### src/hw/rtl/rrts_pkg.sv
package rrts_pkg;

	localparam int RR_W     = 12;
	localparam int RATE_W   = 24;
	localparam int TIME_W   = 32;
	localparam int PERIOD_W = 10;
	localparam int STEP_W   = 4;
	localparam int CNT_W    = 7;
	localparam int PROD_W   = RATE_W + RR_W;
	localparam int DIVC_W   = 5;

	localparam logic [RATE_W-1:0]   RATE_NUM     = 24'd15360000;
	localparam logic [PERIOD_W-1:0] PERIOD_RESET = 10'd250;
	localparam logic [PERIOD_W-1:0] PERIOD_MIN   = 10'd64;
	localparam logic [CNT_W-1:0]    RESULT_LIMIT = 7'd64;
	localparam logic [DIVC_W-1:0]   DIV_LAST     = DIVC_W'(RATE_W - 1);

	// datapath operations
	localparam logic [3:0] OP_NOP        = 4'd0;
	localparam logic [3:0] OP_ACCEPT     = 4'd1;
	localparam logic [3:0] OP_DIV_RATE   = 4'd2;
	localparam logic [3:0] OP_SAVE_RATE  = 4'd3;
	localparam logic [3:0] OP_MUL        = 4'd4;
	localparam logic [3:0] OP_DIV_INTERP = 4'd5;
	localparam logic [3:0] OP_CALC       = 4'd6;
	localparam logic [3:0] OP_EMIT       = 4'd7;
	localparam logic [3:0] OP_END        = 4'd8;
	localparam logic [3:0] OP_FIRST      = 4'd9;

	// jump conditions
	localparam logic [2:0] C_NEXT        = 3'd0;
	localparam logic [2:0] C_ALWAYS      = 3'd1;
	localparam logic [2:0] C_NO_ITEM     = 3'd2;
	localparam logic [2:0] C_BUSY        = 3'd3;
	localparam logic [2:0] C_NOT_STARTED = 3'd4;
	localparam logic [2:0] C_LOOP_DONE   = 3'd5;
	localparam logic [2:0] C_ON_BEAT     = 3'd6;
	localparam logic [2:0] C_OUT_FULL    = 3'd7;

	// program addresses
	localparam logic [STEP_W-1:0] ST_IDLE        = 4'd0;
	localparam logic [STEP_W-1:0] ST_RATE_START  = 4'd1;
	localparam logic [STEP_W-1:0] ST_RATE_WAIT   = 4'd2;
	localparam logic [STEP_W-1:0] ST_RATE_SAVE   = 4'd3;
	localparam logic [STEP_W-1:0] ST_TEST        = 4'd4;
	localparam logic [STEP_W-1:0] ST_MUL         = 4'd5;
	localparam logic [STEP_W-1:0] ST_INTERP      = 4'd6;
	localparam logic [STEP_W-1:0] ST_INTERP_WAIT = 4'd7;
	localparam logic [STEP_W-1:0] ST_CALC        = 4'd8;
	localparam logic [STEP_W-1:0] ST_OUT_WAIT    = 4'd9;
	localparam logic [STEP_W-1:0] ST_EMIT        = 4'd10;
	localparam logic [STEP_W-1:0] ST_END         = 4'd11;
	localparam logic [STEP_W-1:0] ST_FIRST_WAIT  = 4'd12;
	localparam logic [STEP_W-1:0] ST_FIRST       = 4'd13;

	typedef struct packed {
		logic [3:0]        op;
		logic [2:0]        cond;
		logic [STEP_W-1:0] target;
	} ucode_t;

	typedef struct packed {
		logic no_item;
		logic div_busy;
		logic not_started;
		logic loop_done;
		logic on_beat;
		logic out_full;
	} status_t;

	function automatic ucode_t ucode_rom(input logic [STEP_W-1:0] step);
		ucode_t w;
		unique case (step)
			ST_IDLE:        w = '{OP_ACCEPT,     C_NO_ITEM,     ST_IDLE};
			ST_RATE_START:  w = '{OP_DIV_RATE,   C_NEXT,        ST_IDLE};
			ST_RATE_WAIT:   w = '{OP_NOP,        C_BUSY,        ST_RATE_WAIT};
			ST_RATE_SAVE:   w = '{OP_SAVE_RATE,  C_NOT_STARTED, ST_FIRST_WAIT};
			ST_TEST:        w = '{OP_NOP,        C_LOOP_DONE,   ST_END};
			ST_MUL:         w = '{OP_MUL,        C_ON_BEAT,     ST_OUT_WAIT};
			ST_INTERP:      w = '{OP_DIV_INTERP, C_NEXT,        ST_IDLE};
			ST_INTERP_WAIT: w = '{OP_NOP,        C_BUSY,        ST_INTERP_WAIT};
			ST_CALC:        w = '{OP_CALC,       C_NEXT,        ST_IDLE};
			ST_OUT_WAIT:    w = '{OP_NOP,        C_OUT_FULL,    ST_OUT_WAIT};
			ST_EMIT:        w = '{OP_EMIT,       C_ALWAYS,      ST_TEST};
			ST_END:         w = '{OP_END,        C_ALWAYS,      ST_IDLE};
			ST_FIRST_WAIT:  w = '{OP_NOP,        C_OUT_FULL,    ST_FIRST_WAIT};
			ST_FIRST:       w = '{OP_FIRST,      C_ALWAYS,      ST_IDLE};
			default:        w = '{OP_NOP,        C_ALWAYS,      ST_IDLE};
		endcase
		return w;
	endfunction

endpackage

### src/hw/rtl/rr_interval_tachogram_resampler.sv
// RR-interval tachogram resampler.
// Input channel: in_valid/in_stall carry one rr_interval (ms) per beat.
// Output channel: out_valid/out_stall carry sample_time, heart_rate (bpm, 8 fraction
// bits) and last, which marks the final sample caused by one interval.
// cfg_wen/cfg_wdata write sample_period; write only while the block is idle.
// One interval is worked at a time by a microcoded sequencer driving a shared
// radix-2 divider. Each interval takes one rate division, plus one interpolation
// division per interpolated sample; a sample that lands on the beat skips the
// divider.
// A zero interval is accepted and dropped; the block stays ready.
// in_stall is low only while the sequencer waits for a new interval.
// Reset clears the time base and the period returns to 250 ms.
// A stalled output holds its sample; the sequencer waits until the output
// register frees up, so no sample is lost while the receiver stalls.
module rr_interval_tachogram_resampler (
	input  logic                          clk,
	input  logic                          arst_n,
	input  logic                          cfg_wen,
	input  logic [rrts_pkg::PERIOD_W-1:0] cfg_wdata,
	input  logic                          in_valid,
	output logic                          in_stall,
	input  logic [rrts_pkg::RR_W-1:0]     rr_interval,
	output logic                          out_valid,
	input  logic                          out_stall,
	output logic [rrts_pkg::TIME_W-1:0]   sample_time,
	output logic [rrts_pkg::RATE_W-1:0]   heart_rate,
	output logic                          last
);
	import rrts_pkg::*;

	ucode_t            ctrl;
	status_t           status;
	logic              div_start;
	logic              div_busy;
	logic [PROD_W-1:0] div_dividend;
	logic [RR_W-1:0]   div_divisor;
	logic [RATE_W-1:0] div_quo;

	rrts_seq u_seq (
		.clk    (clk),
		.arst_n (arst_n),
		.status (status),
		.ctrl   (ctrl)
	);

	rrts_div u_div (
		.clk      (clk),
		.arst_n   (arst_n),
		.start    (div_start),
		.dividend (div_dividend),
		.divisor  (div_divisor),
		.busy     (div_busy),
		.quotient (div_quo)
	);

	rrts_dp u_dp (
		.clk          (clk),
		.arst_n       (arst_n),
		.ctrl         (ctrl),
		.status       (status),
		.div_busy     (div_busy),
		.div_quo      (div_quo),
		.div_start    (div_start),
		.div_dividend (div_dividend),
		.div_divisor  (div_divisor),
		.cfg_wen      (cfg_wen),
		.cfg_wdata    (cfg_wdata),
		.in_valid     (in_valid),
		.in_stall     (in_stall),
		.rr_interval  (rr_interval),
		.out_valid    (out_valid),
		.out_stall    (out_stall),
		.sample_time  (sample_time),
		.heart_rate   (heart_rate),
		.last         (last)
	);

endmodule

### src/hw/rtl/rrts_div.sv
module rrts_div (
	input  logic                          clk,
	input  logic                          arst_n,
	input  logic                          start,
	input  logic [rrts_pkg::PROD_W-1:0]   dividend,
	input  logic [rrts_pkg::RR_W-1:0]     divisor,
	output logic                          busy,
	output logic [rrts_pkg::RATE_W-1:0]   quotient
);
	import rrts_pkg::*;

	logic              busy_q;
	logic [DIVC_W-1:0] cnt_q;
	logic [RR_W-1:0]   rem_q;
	logic [RR_W-1:0]   dvs_q;
	logic [RATE_W-1:0] quo_q;
	logic [RR_W:0]     trial;
	logic              ge;
	logic [RR_W:0]     diff;

	// restoring divide, one quotient bit per cycle; upper dividend part is below divisor
	assign trial = {rem_q, quo_q[RATE_W-1]};
	assign ge    = trial >= {1'b0, dvs_q};
	assign diff  = trial - {1'b0, dvs_q};

	always_ff @(posedge clk or negedge arst_n) begin
		if (!arst_n) begin
			busy_q <= 1'b0;
			cnt_q  <= '0;
		end else if (start) begin
			busy_q <= 1'b1;
			cnt_q  <= DIV_LAST;
		end else if (busy_q) begin
			if (cnt_q == '0) begin
				busy_q <= 1'b0;
			end
			cnt_q <= cnt_q - 1'b1;
		end
	end

	always_ff @(posedge clk) begin
		if (start) begin
			rem_q <= dividend[PROD_W-1:RATE_W];
			quo_q <= dividend[RATE_W-1:0];
			dvs_q <= divisor;
		end else if (busy_q) begin
			rem_q <= ge ? diff[RR_W-1:0] : trial[RR_W-1:0];
			quo_q <= {quo_q[RATE_W-2:0], ge};
		end
	end

	assign busy     = busy_q;
	assign quotient = quo_q;

endmodule

### src/hw/rtl/rrts_seq.sv
module rrts_seq (
	input  logic             clk,
	input  logic             arst_n,
	input  rrts_pkg::status_t status,
	output rrts_pkg::ucode_t  ctrl
);
	import rrts_pkg::*;

	logic [STEP_W-1:0] step_q;
	ucode_t            word;
	logic              jump;

	assign word = ucode_rom(step_q);

	always_comb begin
		unique case (word.cond)
			C_NEXT:        jump = 1'b0;
			C_ALWAYS:      jump = 1'b1;
			C_NO_ITEM:     jump = status.no_item;
			C_BUSY:        jump = status.div_busy;
			C_NOT_STARTED: jump = status.not_started;
			C_LOOP_DONE:   jump = status.loop_done;
			C_ON_BEAT:     jump = status.on_beat;
			C_OUT_FULL:    jump = status.out_full;
			default:       jump = 1'b0;
		endcase
	end

	always_ff @(posedge clk or negedge arst_n) begin
		if (!arst_n) begin
			step_q <= ST_IDLE;
		end else begin
			step_q <= jump ? word.target : step_q + 1'b1;
		end
	end

	assign ctrl = word;

endmodule

### src/hw/rtl/rrts_dp.sv
module rrts_dp (
	input  logic                            clk,
	input  logic                            arst_n,
	input  rrts_pkg::ucode_t                ctrl,
	output rrts_pkg::status_t               status,
	input  logic                            div_busy,
	input  logic [rrts_pkg::RATE_W-1:0]     div_quo,
	output logic                            div_start,
	output logic [rrts_pkg::PROD_W-1:0]     div_dividend,
	output logic [rrts_pkg::RR_W-1:0]       div_divisor,
	input  logic                            cfg_wen,
	input  logic [rrts_pkg::PERIOD_W-1:0]   cfg_wdata,
	input  logic                            in_valid,
	output logic                            in_stall,
	input  logic [rrts_pkg::RR_W-1:0]       rr_interval,
	output logic                            out_valid,
	input  logic                            out_stall,
	output logic [rrts_pkg::TIME_W-1:0]     sample_time,
	output logic [rrts_pkg::RATE_W-1:0]     heart_rate,
	output logic                            last
);
	import rrts_pkg::*;

	logic [PERIOD_W-1:0] period_q;
	logic [PERIOD_W-1:0] period_eff;
	logic                started_q;
	logic [TIME_W-1:0]   last_beat_q;
	logic [RATE_W-1:0]   last_rate_q;
	logic [TIME_W-1:0]   next_q;
	logic [CNT_W-1:0]    count_q;
	logic [RR_W-1:0]     rr_q;
	logic [RATE_W-1:0]   rate_q;
	logic [PROD_W-1:0]   prod_q;
	logic                neg_q;
	logic [RATE_W-1:0]   val_q;
	logic                out_valid_q;
	logic [TIME_W-1:0]   out_time_q;
	logic [RATE_W-1:0]   out_rate_q;
	logic                out_last_q;

	logic                op_accept;
	logic                op_emit;
	logic                op_first;
	logic                take;
	logic [TIME_W-1:0]   offset;
	logic [RATE_W:0]     diff;
	logic [RATE_W:0]     diff_neg;
	logic [RATE_W-1:0]   mag;
	logic [PROD_W-1:0]   prod_d;
	logic [RR_W:0]       reach;
	logic                last_d;

	assign period_eff = (period_q < PERIOD_MIN) ? PERIOD_MIN : period_q;
	assign op_accept  = ctrl.op == OP_ACCEPT;
	assign op_emit    = ctrl.op == OP_EMIT;
	assign op_first   = ctrl.op == OP_FIRST;
	assign take       = op_accept && in_valid && (rr_interval != '0);
	assign in_stall   = !op_accept;

	assign offset   = next_q - last_beat_q;
	assign diff     = {1'b0, rate_q} - {1'b0, last_rate_q};
	assign diff_neg = '0 - diff;
	assign mag      = diff[RATE_W] ? diff_neg[RATE_W-1:0] : diff[RATE_W-1:0];
	assign prod_d   = mag * offset[RR_W-1:0];
	assign reach    = {1'b0, offset[RR_W-1:0]} + (RR_W+1)'(period_eff);
	assign last_d   = (reach > {1'b0, rr_q}) || (count_q == RESULT_LIMIT - 1'b1);

	assign status.no_item     = !(in_valid && (rr_interval != '0));
	assign status.div_busy    = div_busy;
	assign status.not_started = !started_q;
	assign status.loop_done   = (offset == '0) || (offset > TIME_W'(rr_q)) ||
	                            (count_q == RESULT_LIMIT);
	assign status.on_beat     = offset == TIME_W'(rr_q);
	assign status.out_full    = out_valid_q && out_stall;

	assign div_start    = (ctrl.op == OP_DIV_RATE) || (ctrl.op == OP_DIV_INTERP);
	assign div_dividend = (ctrl.op == OP_DIV_RATE) ? PROD_W'(RATE_NUM) : prod_q;
	assign div_divisor  = rr_q;

	always_ff @(posedge clk or negedge arst_n) begin
		if (!arst_n) begin
			period_q    <= PERIOD_RESET;
			started_q   <= 1'b0;
			last_beat_q <= '0;
			last_rate_q <= '0;
			next_q      <= '0;
			count_q     <= '0;
			out_valid_q <= 1'b0;
		end else begin
			if (cfg_wen) begin
				period_q <= cfg_wdata;
			end
			if (take) begin
				count_q <= '0;
			end
			if (op_emit) begin
				next_q  <= next_q + TIME_W'(period_eff);
				count_q <= count_q + 1'b1;
			end
			if (ctrl.op == OP_END) begin
				last_beat_q <= last_beat_q + TIME_W'(rr_q);
				last_rate_q <= rate_q;
			end
			if (op_first) begin
				started_q   <= 1'b1;
				last_beat_q <= '0;
				last_rate_q <= rate_q;
				next_q      <= TIME_W'(period_eff);
			end
			if (op_emit || op_first) begin
				out_valid_q <= 1'b1;
			end else if (!out_stall) begin
				out_valid_q <= 1'b0;
			end
		end
	end

	always_ff @(posedge clk) begin
		if (take) begin
			rr_q <= rr_interval;
		end
		if (ctrl.op == OP_SAVE_RATE) begin
			rate_q <= div_quo;
		end
		if (ctrl.op == OP_MUL) begin
			prod_q <= prod_d;
			neg_q  <= diff[RATE_W];
			val_q  <= rate_q;
		end
		if (ctrl.op == OP_CALC) begin
			val_q <= neg_q ? last_rate_q - div_quo : last_rate_q + div_quo;
		end
		if (op_emit) begin
			out_time_q <= next_q;
			out_rate_q <= val_q;
			out_last_q <= last_d;
		end
		if (op_first) begin
			out_time_q <= '0;
			out_rate_q <= rate_q;
			out_last_q <= 1'b1;
		end
	end

	assign out_valid   = out_valid_q;
	assign sample_time = out_time_q;
	assign heart_rate  = out_rate_q;
	assign last        = out_last_q;

endmodule

### config.mk
export PLATFORM = sky130hd
export DESIGN_NAME = rr_interval_tachogram_resampler
export DESIGN_NICKNAME = d
export VERILOG_FILES = /design/src/hw/rtl/rrts_pkg.sv /design/src/hw/rtl/rr_interval_tachogram_resampler.sv /design/src/hw/rtl/rrts_div.sv /design/src/hw/rtl/rrts_seq.sv /design/src/hw/rtl/rrts_dp.sv
export SDC_FILE = /design/constraint.sdc
export NUM_CORES = 2
export LEC_CHECK = 0
export ABC_AREA = 0
export BUFFER_PORTS_ARGS = -buffer_cell sky130_fd_sc_hd__buf_2
export CAP_MARGIN = 20
export CORE_MARGIN = 4
export CORE_UTILIZATION = 45
export DETAILED_ROUTE_END_ITERATION = 8
export SYNTH_ARGS = -nofsm -noshare
export SYNTH_HDL_FRONTEND = slang
export SYNTH_SLANG_ARGS = --single-unit
### constraint.sdc
create_clock -name clk -period 11.7 [get_ports clk]
set_input_delay 0 -clock clk [delete_from_list [all_inputs] [get_ports clk]]
set_output_delay 0 -clock clk [all_outputs]
set_load 0.01 [all_outputs]
; ---- Word level (Yosys, flattened, before mapping)
; Memories as Yosys holds them, arrays and structs flattened.
; Cells that the tools add are included.
[classes]
n_addsub = 12
multipliers = 1
order_cmp = 4
eq_ne = 20
muxes = 30
reduce_logical = 21
[op_table]
columns = op, count
row1 = 2-to-1 mux 24 bit, 10
row2 = 2-to-1 mux 32 bit, 4
row3 = multiplier 24 x 12 -> 36 bit, 1
row4 = 2-to-1 mux 12 bit, 3
row5 = 2-to-1 mux 36 bit, 1
row6 = adder 32 x 10 -> 32 bit, 1
row7 = adder 32 x 12 -> 32 bit, 1
row8 = == test 32 x 12 -> 1 bit, 1
row9 = greater-than comparator 32 x 12 -> 1 bit, 1
row10 = logical NOT 32 bit, 1
row11 = subtractor 32 bit, 1
row12 = subtractor 24 x 24 -> 25 bit, 1
row13 = adder 24 bit, 1
row14 = "subtractor 1 x 24 -> 24 bit, first input constant", 1
row15 = subtractor 24 bit, 1
row16 = "== test 4 x 3 -> 1 bit, second input constant", 4
row17 = 2-to-1 mux 7 bit, 2
row18 = adder 12 x 10 -> 13 bit, 1
row19 = >= comparator 13 x 12 -> 1 bit, 1
row20 = greater-than comparator 13 x 12 -> 1 bit, 1
row21 = "== test 3 bit, second input constant", 4
row22 = nonzero test 12 bit, 1
row23 = subtractor 12 bit, 1
row24 = "less-than comparator 10 x 7 -> 1 bit, second input constant", 1
row25 = 22 further kinds, 43
[totals]
register_bits = 319
mem_bits_ro = 176
inputBits = 27
out_inout_bits = 59
elab_cells = 110
memories = 1
[memory_table]
columns = memory, depth, word_bits, read_ports, rd_clocked_by_memory_dff, wr, line_no
row1 = (name not given), 16, 11, 1, 0, 0, rrts_pkg.sv:73  ; unique case (step)

; ---- Depth between registers and ports, before layout
[depth]
ltp_word = 6
ltp_mapped = 37
depth_no_buf = 36

; ---- Modules after synthesis
; Synthesis repeated with hierarchy kept, for this count alone.
[hier_totals]
cells_unflattened = 3287
area_unflattened_um2 = 29926.2
[by_module_without_submodules]
columns = module, instances, cells_per_inst, area_per_inst_um2
row1 = rrts_dp, 1, 2991, 26361.5
row2 = rrts_div, 1, 224, 2892.8
row3 = rrts_seq, 1, 72, 671.9

; ---- Least setup slack after synthesis
; Ideal clock, no wire load.
[synth_timing]
kind = reg2reg
from = reg u_dp.rate_q[5]
to = reg u_dp.prod_q[34] (data pin)
arrival_time_ns = 8.141
setup_slack_ns = 3.298
stages_incl_launch_ff = 35
n_path_buf = 2
cell_sequence = edfxtp_1 -> ha_1 -> buf_2 -> nor3_1 -> and4b_1 -> o21a_1 -> o311ai_2 -> a31oi_1 -> o41ai_2 -> o21bai_1 -> a21oi_2 -> buf_2 -> nand2_1 -> xnor2_1 -> nand2_1 -> fa_1 -> fa_1 -> inv_1 -> fa_1 -> inv_1 -> fa_1 -> inv_1 -> fa_1 -> ha_1 -> inv_1 -> o21bai_1 -> a31oi_1 -> a21oi_1 -> a221o_1 -> a41o_1 -> a211o_1 -> o211ai_1 -> a21oi_1 -> a211oi_1 -> xnor2_1
[synth_lines]
columns = item, line_no
row1 = from (decl), rrts_dp.sv:32  ; logic [RATE_W-1:0] rate_q;
row2 = from (signal assigned), rrts_dp.sv:123  ; rate_q <= div_quo;
row3 = subtractor 24 x 24 -> 25 bit, rrts_dp.sv:61  ; assign diff = {1'b0, rate_q} - {1'b0, last_rate_q};
row4 = net u_dp.diff[24], rrts_dp.sv:46  ; logic [RATE_W:0] diff;
row5 = 2-to-1 mux 24 bit, rrts_dp.sv:63  ; assign mag = diff[RATE_W] ? diff_neg[RATE_W-1:0] : diff[RATE_W-1:0];
row6 = multiplier 24 x 12 -> 36 bit, rrts_dp.sv:64  ; assign prod_d = mag * offset[RR_W-1:0];
row7 = net u_dp.prod_d[34], rrts_dp.sv:49  ; logic [PROD_W-1:0] prod_d;
row8 = to (signal assigned), rrts_dp.sv:126  ; prod_q <= prod_d;
row9 = to (decl), rrts_dp.sv:33  ; logic [PROD_W-1:0] prod_q;
; The timed path passes the listed nets, and every way through them passes these cells.
; A chain may end at the register's enable or synchronous reset.

; ---- Worst setup path in the final report
[layout_timing]
from = reg u_dp.rate_q[0]
to = reg u_dp.prod_q[25] (data pin)
[layout_between]
elab_chain_len = 4
[layout_lines]
columns = item, line_no
row1 = subtractor 24 x 24 -> 25 bit *, rrts_dp.sv:61
row2 = subtractor 1 x 24 -> 24 bit, rrts_dp.sv:62  ; assign diff_neg = '0 - diff;
row3 = 2-to-1 mux 24 bit *, rrts_dp.sv:63
row4 = multiplier 24 x 12 -> 36 bit *, rrts_dp.sv:64
row5 = net u_dp.prod_d[25], rrts_dp.sv:49
; Mark *: on every way through the listed nets, which the timed path passes. The rest lies on a longest branch.

==> reports/qor.yml <==
overflow: 0
avgSynthCellArea_um2: 9.036
synth.area.mux_share: 0.01653
yosysWarnings: 0
drc: 0
cts_buffers: 40
gp_congestion: 0.8942
r2r_cells: 32
cp.required_ps: 12010
yosysTopAreaCell: "edfxtp_1"
clock.fmax_ghz: 0.09902
syn-instance-count: 3234
synth_edf_count: 169
clkTransAtPathRegs_ps: 60
rsz0062_at_grt: "no"
r2r_end: "u_dp.prod_q[25]"
async_flop_share: 0.3668
fin_nets: 3806
synth.distinct_cells: 93
synth_top_family_by_area: "adder cells"
fin_crit_ps: 10100
synth_compound_area_frac: 0.1354
critPathKind: "flop to flop"
area_delta_synth_final_pct: 10.72
cpMostUsedCell: "fa_1"
die_h_um: 262.8
cap_viol_max_count: 0
grt_pass1_vias: 23638
synth_area_leaders: "edfxtp_1 17%, fa_1 16%, ha_1 10%, dfrtp_1 9.5%, nand2_1 6.3%"
final_layout_size_suffix_gt1_frac: 0.07851
dp_hpwl_um: 61260
diodes: 0
port_buffers: 85
ys_ff_latch: 319
slowest_stage: "xnor2_1"
ant_nets: 0
grt_pass1_wl_um: 130100
grt_max_degree: 72
worstPathArrival_ps: 10410
setup-tns-final_ps: 0
tightest_slew_ps: 1126
slew_headroom: 0.2460
cts_tree: "done"
clockBufferDepth: 3
synth-adder-area-share: 0.2553
row_count: 93
synth-main-ff-cell: "edfxtp_1"
synthesis.nets: 3721
fin_crit_sh: 0.8632
finalHoldViolations: 0
first_pass_iters: 5
setup_viol: 0
synth-simple-area-share: 0.1717
r2r_start: "u_dp.rate_q[0]"
finClkSkew_ps: 24.20
vias: 23397
synth_area_um2: 29220
synth_top_area_share: 0.1737
die_area_um2: 69080
postCtsSetupBuffers: 0
num-fill-cells: 6045
route.detailed.wl_per_inst_um: 19.07
crit_path_start: "u_dp.rate_q[0]"
vias_per_cell: 5.564
critical-path-max-stage-delay_ps: 870
yosysSeqAreaShare: 0.2967
r2r_setup_slack_ps: 1600
drv_slew: 0
end_kind: "flop"
start_kind: "flop"
hold_slack_ps: 14.23
coreArea_um2: 64350
start_util: 0.4541
clockRootBuffer: "clkbuf_16"
die_width_um: 262.8
drt_iter0_markers: 1692
worstHoldPathType: "input port to asynchronous set/reset pin"
ios: 86
synth-xor-area-share: 0.05755
cp_max_fo: 25
track_usage: 0.2313
status: "finished, final reports clean"
wl_um: 80190
insertion_delay_ps: 570
antenna_found_initial: 1
clkSinkCount: 319
cts.htree.levels: 2
-- logic make-up after synthesis --
logic type,after synthesis
simple gates,1091
xor+xnor,192
compound gates,614
buf+inv,512
mux,46
fa+ha+maj,460
flops,319
-- registers in the layout (all words and copies together), names as in the netlist, 7 cells and up --
register          count
u_dp.prod_q          36
u_dp.last_beat_q     32
u_dp.next_q          32
u_dp.sample_time     32
u_div.quotient       24
u_dp.heart_rate      24
u_dp.last_rate_q     24
u_dp.rate_q          24
u_dp.val_q           24
u_div.dvs_q          12
u_div.rem_q          12
u_dp.div_divisor     12
u_dp.period_q        10
u_dp.count_q          7
-- worst max-delay path by stage --
stage	endpoint	slack, ps	cells after the start
floorplan	u_dp.prod_q[34]	3300	34
global placement	u_dp.prod_q[29]	1880	33
detailed placement	u_dp.prod_q[25]	1590	32
CTS	u_dp.prod_q[25]	1490	32
global route	u_dp.prod_q[29]	910	32
finish	u_dp.prod_q[25]	1600	32
-- per-layer routing --
metal  global-route usage  vias up  wire length, µm
li1                     -    11100                -
met3              0.04007      116             4559
met5                    0        -               13
met1               0.3248    11546            36760
met4              0.06043        2             1980
met2               0.3738      633            36870
-- synth_stat cells (18+ instances only) --
| master | count |
|---|---|
| nor2b_1 | 33 |
| nand4_1 | 27 |
| and2_1 | 62 |
| ha_1 | 233 |
| o21ai_0 | 180 |
| o21a_1 | 22 |
| a21o_1 | 55 |
| nand2b_1 | 35 |
| clkbuf_1 | 91 |
| fa_1 | 227 |
| dfxtp_1 | 33 |
| xor2_1 | 45 |
| or3_1 | 18 |
| nand2_1 | 488 |
| xnor2_1 | 147 |
| o211ai_1 | 18 |
| nor3_1 | 49 |
| a21oi_1 | 150 |
| inv_1 | 392 |
| and3_1 | 23 |
| nor2_1 | 208 |
| mux2i_1 | 28 |
| mux2_2 | 18 |
| nor4_1 | 23 |
| edfxtp_1 | 169 |
| nand3_1 | 76 |
| dfrtp_1 | 111 |
-- stage by stage --
| step | cell area, µm² | worst slack [ps] | util | std cells |
|---|---|---|---|---|
| 3_5_place_dp | 30650 | 1593 | 0.4763 | 4095 |
| 6_report | 32350 | 1601 | 0.5028 | 4205 |
| 3_3_place_gp | 30650 | 1878 | 0.4763 | 4095 |
| 2_1_floorplan | 29220 | 3298 | - | 3234 |
| 4_1_cts | 32330 | 1492 | 0.5024 | 4202 |
| 5_1_grt | 32350 | 914.9 | 0.5028 | 4205 |
-- final cells by class --
| cell class | instances | area (µm²) | area share |
|---|---|---|---|
| multi-input combinational | 2403 | 18700 | 0.5780 |
| sequential | 319 | 8671 | 0.2680 |
| inverter | 392 | 1471 | 0.04548 |
| clock buffer | 56 | 1196 | 0.03697 |
| timing repair buffer | 163 | 1099 | 0.03395 |
| tap | 855 | 1070 | 0.03307 |
| clock inverter | 17 | 147.6 | 0.004563 |
-- worst max-delay path: cells and delay by family, from the launching register on --
kind | cells | cell delay [ps]
buffers and inverters | 3 | 460
adder cells (fa/ha/maj) | 8 | 3160
AO/OA/AOI/OAI | 16 | 4320
XOR/XNOR | 2 | 950
AND/OR/NAND/NOR | 3 | 530
flip-flops | 1 | 400
-- cells in the final DEF, fill, tap and decap left out, types with 11 or more instances in the layout --
master | Yosys | routed
nand4_1 | 27 | 27
buf_2 | 14 | 84
ha_1 | 233 | 233
a21boi_0 | 12 | 12
nor2b_1 | 33 | 33
nor3_1 | 49 | 47
clkbuf_16 | 0 | 44
dfrtp_1 | 111 | 111
nor4_1 | 23 | 22
o21a_1 | 22 | 22
buf_4 | 0 | 45
and2_1 | 62 | 62
nand2_1 | 488 | 487
nand2b_1 | 35 | 35
or2_2 | 12 | 12
or3_1 | 18 | 17
a31oi_1 | 15 | 15
nor2_1 | 208 | 205
xnor2_1 | 147 | 140
a22o_1 | 16 | 16
o31ai_1 | 11 | 11
xor2_1 | 45 | 44
o21ai_0 | 180 | 180
and3_1 | 23 | 23
o211ai_1 | 18 | 18
a21oi_1 | 150 | 150
dlygate4sd3_1 | 0 | 34
inv_1 | 392 | 392
fa_1 | 227 | 227
a211oi_1 | 16 | 16
mux2_2 | 18 | 18
nand3_1 | 76 | 76
o21bai_1 | 12 | 12
dfxtp_1 | 33 | 33
a21o_1 | 55 | 55
edfxtp_1 | 169 | 169
mux2i_1 | 28 | 28
-- what timing repair did --
action | in CTS | in global routing
endpoints found under the hold margin | 69 | 0
hold buffers | 34 | 0
setup endpoints to repair | 0 | 0
gates resized for setup | 0 | 0
Power is left out: the tool's default activity adds up to more than one toggle a clock period on the data nets, which glitch-free logic cannot reach.
